File: config.mk
export PLATFORM = sky130hd
export DESIGN_NAME = ffa_alu
export DESIGN_NICKNAME = d
export VERILOG_FILES = /design/src/rtl/ffa_pkg.sv /design/src/rtl/ffa_alu.sv
export SDC_FILE = /design/constraint.sdc
export NUM_CORES = 1
export LEC_CHECK = 0
export ABC_AREA = 0
export BUFFER_PORTS_ARGS = -buffer_cell sky130_fd_sc_hd__clkbuf_2
export CORE_AREA = 2 2 40 49
export DETAILED_ROUTE_END_ITERATION = 10
export DIE_AREA = 0 0 42 51
export PLACE_DENSITY = 0.77
export SLEW_MARGIN = 20
export SYNTH_ARGS = -nofsm -noshare
export SYNTH_HDL_FRONTEND = slang
export SYNTH_SLANG_ARGS = --single-unit
File: constraint.sdc
create_clock -name vclk -period 3.3
set_input_delay 0.495 -clock vclk [all_inputs]
set_output_delay 0.495 -clock vclk [all_outputs]
set_load 0.1 [all_outputs]
File: src/rtl/ffa_pkg.sv
// Shared constants and types for the first-fit free-list allocator.
`timescale 1ns / 1ps

package ffa_pkg;

    localparam int PAGE_BYTES    = 4096;
    localparam int HDR_BYTES     = 16;
    localparam int PAGE_WORDS    = PAGE_BYTES / 8;
    localparam int PAGE_WORDS_LG = $clog2(PAGE_WORDS);
    localparam int USABLE_BYTES  = PAGE_BYTES - HDR_BYTES;

    localparam int SIZE_W  = 12;  // size field of a header
    localparam int OPD_W   = 13;  // operand width of the shared subtractor
    localparam int REQ_W   = 12;
    localparam int ADDR_W  = 18;
    localparam int PAGES_W = 7;

    localparam logic MODE_ALLOC = 1'b0;
    localparam logic MODE_FREE  = 1'b1;

    localparam logic STATUS_OK  = 1'b0;
    localparam logic STATUS_OOM = 1'b1;

    // Write enables for the two halves of a header word.
    typedef struct packed {
        logic size;
        logic link;
    } t_wr_en;

endpackage

File: src/rtl/ffa_alu.sv
// Shared subtract/compare unit: fit test, remainder and split size.
`timescale 1ns / 1ps

module ffa_alu (
    input  logic [ffa_pkg::OPD_W-1:0] i_a,
    input  logic [ffa_pkg::OPD_W-1:0] i_b,
    output logic [ffa_pkg::OPD_W-1:0] o_diff,
    output logic                      o_ge,
    output logic                      o_gt
);

    logic [ffa_pkg::OPD_W:0] diff_ext;

    assign diff_ext = {1'b0, i_a} - {1'b0, i_b};
    assign o_diff   = diff_ext[ffa_pkg::OPD_W-1:0];
    assign o_ge     = ~diff_ext[ffa_pkg::OPD_W];
    assign o_gt     = o_ge && (o_diff != '0);

endmodule

== Word-level counts from Yosys, hierarchy flattened ==
Cells that the tools add are included.
Word-level totals
  input bits: 26
  bits in registers: 0
Operators by class
  bitwise gates (word level): 1
  reduce and logical (&&, ||, !) cells: 2
  add/subtract/negate cells: 1
Operators with widths (count)
  subtractor 13 x 13 -> 14 bit: 1
  nonzero test 13 bit: 1
  logical AND 1 bit: 1
  NOT 1 bit: 1

== Depth between registers and ports, before layout ==
  depth in word-level cells: 3
  gate-level depth with buffers: 11
  gate-level depth less buffers: 11

== Worst setup path before layout ==
No wires, ideal clock.
  kind: input-to-output
  start point: input port i_a[0] (netlist name)
  end point: output port o_gt
  buffers on the path: 0
  slack: -1495 ps
  stages on the path: 10
  data arrival time: 4300 ps
  cell sequence: inv_1 -> ha_1 -> inv_1 -> fa_1 -> a211oi_1 -> o21ai_2 -> nand3_1 -> a31oi_1 -> xor2_1 -> o41a_1
Between the ends
  cells in the longest elaborated chain, start to end: 3
RTL lines
  from (decl): RTL line ffa_alu.sv:5  | input logic [ffa_pkg::OPD_W-1:0] i_a,
  subtractor 13 x 13 -> 14 bit: RTL line ffa_alu.sv:14  | assign diff_ext = {1'b0, i_a} - {1'b0, i_b};
  net o_diff (one bit): RTL line ffa_alu.sv:7  | output logic [ffa_pkg::OPD_W-1:0] o_diff,
  nonzero test 13 bit: RTL line ffa_alu.sv:17  | assign o_gt = o_ge && (o_diff != '0);
  logical AND 1 bit: RTL line ffa_alu.sv:17
  to (decl): RTL line ffa_alu.sv:9  | output logic o_gt
The timed path passes the listed nets, and every way through them passes these cells.

== Worst setup path in the final report ==
  start point: input port i_a[0] (netlist name)
  end point: output port o_gt
Between the ends
  cells in the longest elaborated chain, start to end: 3
RTL lines (RTL line)
  subtractor 13 x 13 -> 14 bit (*): ffa_alu.sv:14
  nonzero test 13 bit or NOT 1 bit (tied branches): ffa_alu.sv:17, ffa_alu.sv:16
  logical AND 1 bit (*): ffa_alu.sv:17
Every way passes the cells marked *; elsewhere a longest branch is shown, timed or not.

==> impl_metrics.csv <==
group,metric,value,unit
critical_path,worstSetupStartpointType,"primary input",
yosys,syn_inst,89,
cells_and_area,drive_above_1_share,56.5,%
sta,period_needed,3820,ps
critical_path,worstPathArrival,3320,ps
global_routing,grt_usage,22.1,%
power,max-vdd-ir-drop,276,uV
placed_design,place_congestion,0.828,
yosys,yosysTopAreaCellShare,24.9,%
placed_design,dpl_cell_area,1280,sq um
die,core,1720,sq um
cells_and_area,area_delta_synth_final,99.6,%
sta,worstMarginPinSlew,550,ps
global_routing,grt_max_degree,7,
sta,final_max_slew_viol_count,0,
placed_design,portBuffers,41,
die,initial_core_util,37.9,%
yosys,syn-num-nets,129,
global_routing,grt_pass1_wl,3820,um
routing,routed_via_density,5.23,
sta,rsz0062_at_grt,"yes",
clocking,cts_setup_buffers,0,
power,p_per_area,465,nW/um^2
cells_and_area,fin_util,75.7,%
routing,drt-total-wl,2240,um
sta,slew_headroom,63.5,%
run_status,violations,"negative setup slack",
critical_path,cp.required,2800,ps
clocking,hold_buffers,0,
global_routing,grt_antenna_before_repair,0,
cells_and_area,fin_area,1300,sq um
yosys,synth_top_area_cell,"ha_1",
yosys,synth_area_leaders,"ha_1 (25%), inv_1 (9.8%), xnor2_1 (8.0%), o21ai_0 (4.6%), a2111oi_4 (4.2%)",
sta,setup_viol,1,
sta,hold_viol,0,
die,dieArea,2140,sq um
routing,drt_pass1_iterations,4,
yosys,synth.distinct_cells,32,
yosys,synthTopCellsByCount,"inv_1 (17), ha_1 (13), nor2_1 (6), o21ai_0 (6), xnor2_1 (6)",
cells_and_area,design.seq.count,0,
global_routing,overflow,0,
critical_path,path_class,"in -> out",
cells_and_area,num_antenna_cells,0,
routing,wire_per_inst,12.9,um
critical_path,cp-end-kind,"output port",
critical_path,path_max_fanout,2,
cells_and_area,final.clkbuf_count,0,
sta,fin_setup_tns,-517,ps
yosys,ys_warn_count,0,
yosys,avgSynthCellArea,7.34,sq um
die,die_h,51,um
cells_and_area,regArea,0,sq um
global_routing,grt_pass1_vias,936,
sta,period_share,116,%
worst_hold_path,hp-class,"in -> out",
die,ios,41,
power,leakage,0.692,nW
sta,fin_ws,-517,ps
yosys,yosysSeqAreaShare,0,%
power,finalPower,0.606,mW
die,die_width,42,um
job,drv_cap,0,
run_status,outcome,"finished, violations left",
placed_design,dp_hpwl,2010,um
routing,remaining_drc_errors,0,
yosys,yosys.cell_count.top_type,"inv_1",
sta,fmax,262,MHz
routing,vias,905,
cells_and_area,final_nets,196,
die,rows,17,
worst_hold_path,whs_path_depth,4,
routing,drt_iter0_drc,3,
yosys,synth.cell_area,653,sq um
routing,postRouteAntennaNets,0,
-- cell type report --
type,instances,area (sq um)
well taps,19,23.8
inverters,17,63.8
repair buffers,65,469
multi-input cells,72,747
fillers,133,419
-- path summary, 6_finish.rpt --
kind / from / to
setup / recovery: i_a[0] / o_gt
hold / removal: i_a[12] / o_diff[12]
-- critical path: stages --
cell	delay [ps]
clkbuf_2	80
inv_1	50
ha_1	160
inv_1	50
fa_2	360
buf_4	160
xor2_2	140
or4_1	440
or4_1	410
or4_1	420
o41a_4	380
buf_12	170
-- cell families after synthesis --
family                     count (synthesis)  share of synthesized area [%]
buffers and inverters                     17                           9.77
adders and majority gates                 14                           28.0
xor gates and xnor gates                   9                           12.1
AOI/OAI and AO/OA                         27                           30.8
and+or+nand+nor                           22                           19.4
-- metal layers --
metal,track usage [%],vias up,wire length (um)
li1,-,451,-
met1,21.2,417,753
met2,47.9,30,1300
met3,1.77,7,117
met4,6.45,0,68
met5,0,-,0
-- layout by cell type (no fill, tap or decap), types with 2 or more instances in the layout --
cell      Yosys  final
a21oi_1       5      2
nor2_1        6      6
or4_1         3      3
a21oi_2       0      3
o21ai_2       1      2
xor2_2        0      2
xnor2_4       0      3
buf_4         0     25
buf_12        0      5
nand3_1       3      3
or3_1         2      2
o21ai_0       6      5
ha_1         13     13
a31oi_1       2      2
o21a_1        2      2
xnor2_2       0      3
a21o_1        2      2
inv_1        17     17
clkbuf_2      0     34
-- power breakdown --
group | switching, mW | total (mW) | internal [mW]
clock | 0 | 0 | 0
sequential | 0 | 0 | 0
combinational | 0.399 | 0.606 | 0.207
-- what timing repair did --
action                                 4_1_cts  5_1_grt
endpoints found under the hold margin        0        0
resized for setup                            2        2
pin swaps                                    1        0
setup endpoints to repair                    1        2
-- per-stage QoR --
step	std cells	hold slack [ps]	setup slack [ps]
after floorplan	89	1440	-575
after global placement	173	1530	-476
after detailed placement	173	1550	-529
after CTS	173	1550	-521
after global routing	173	1570	-626
final	173	1550	-517
(Power assumes the default switching activity.)
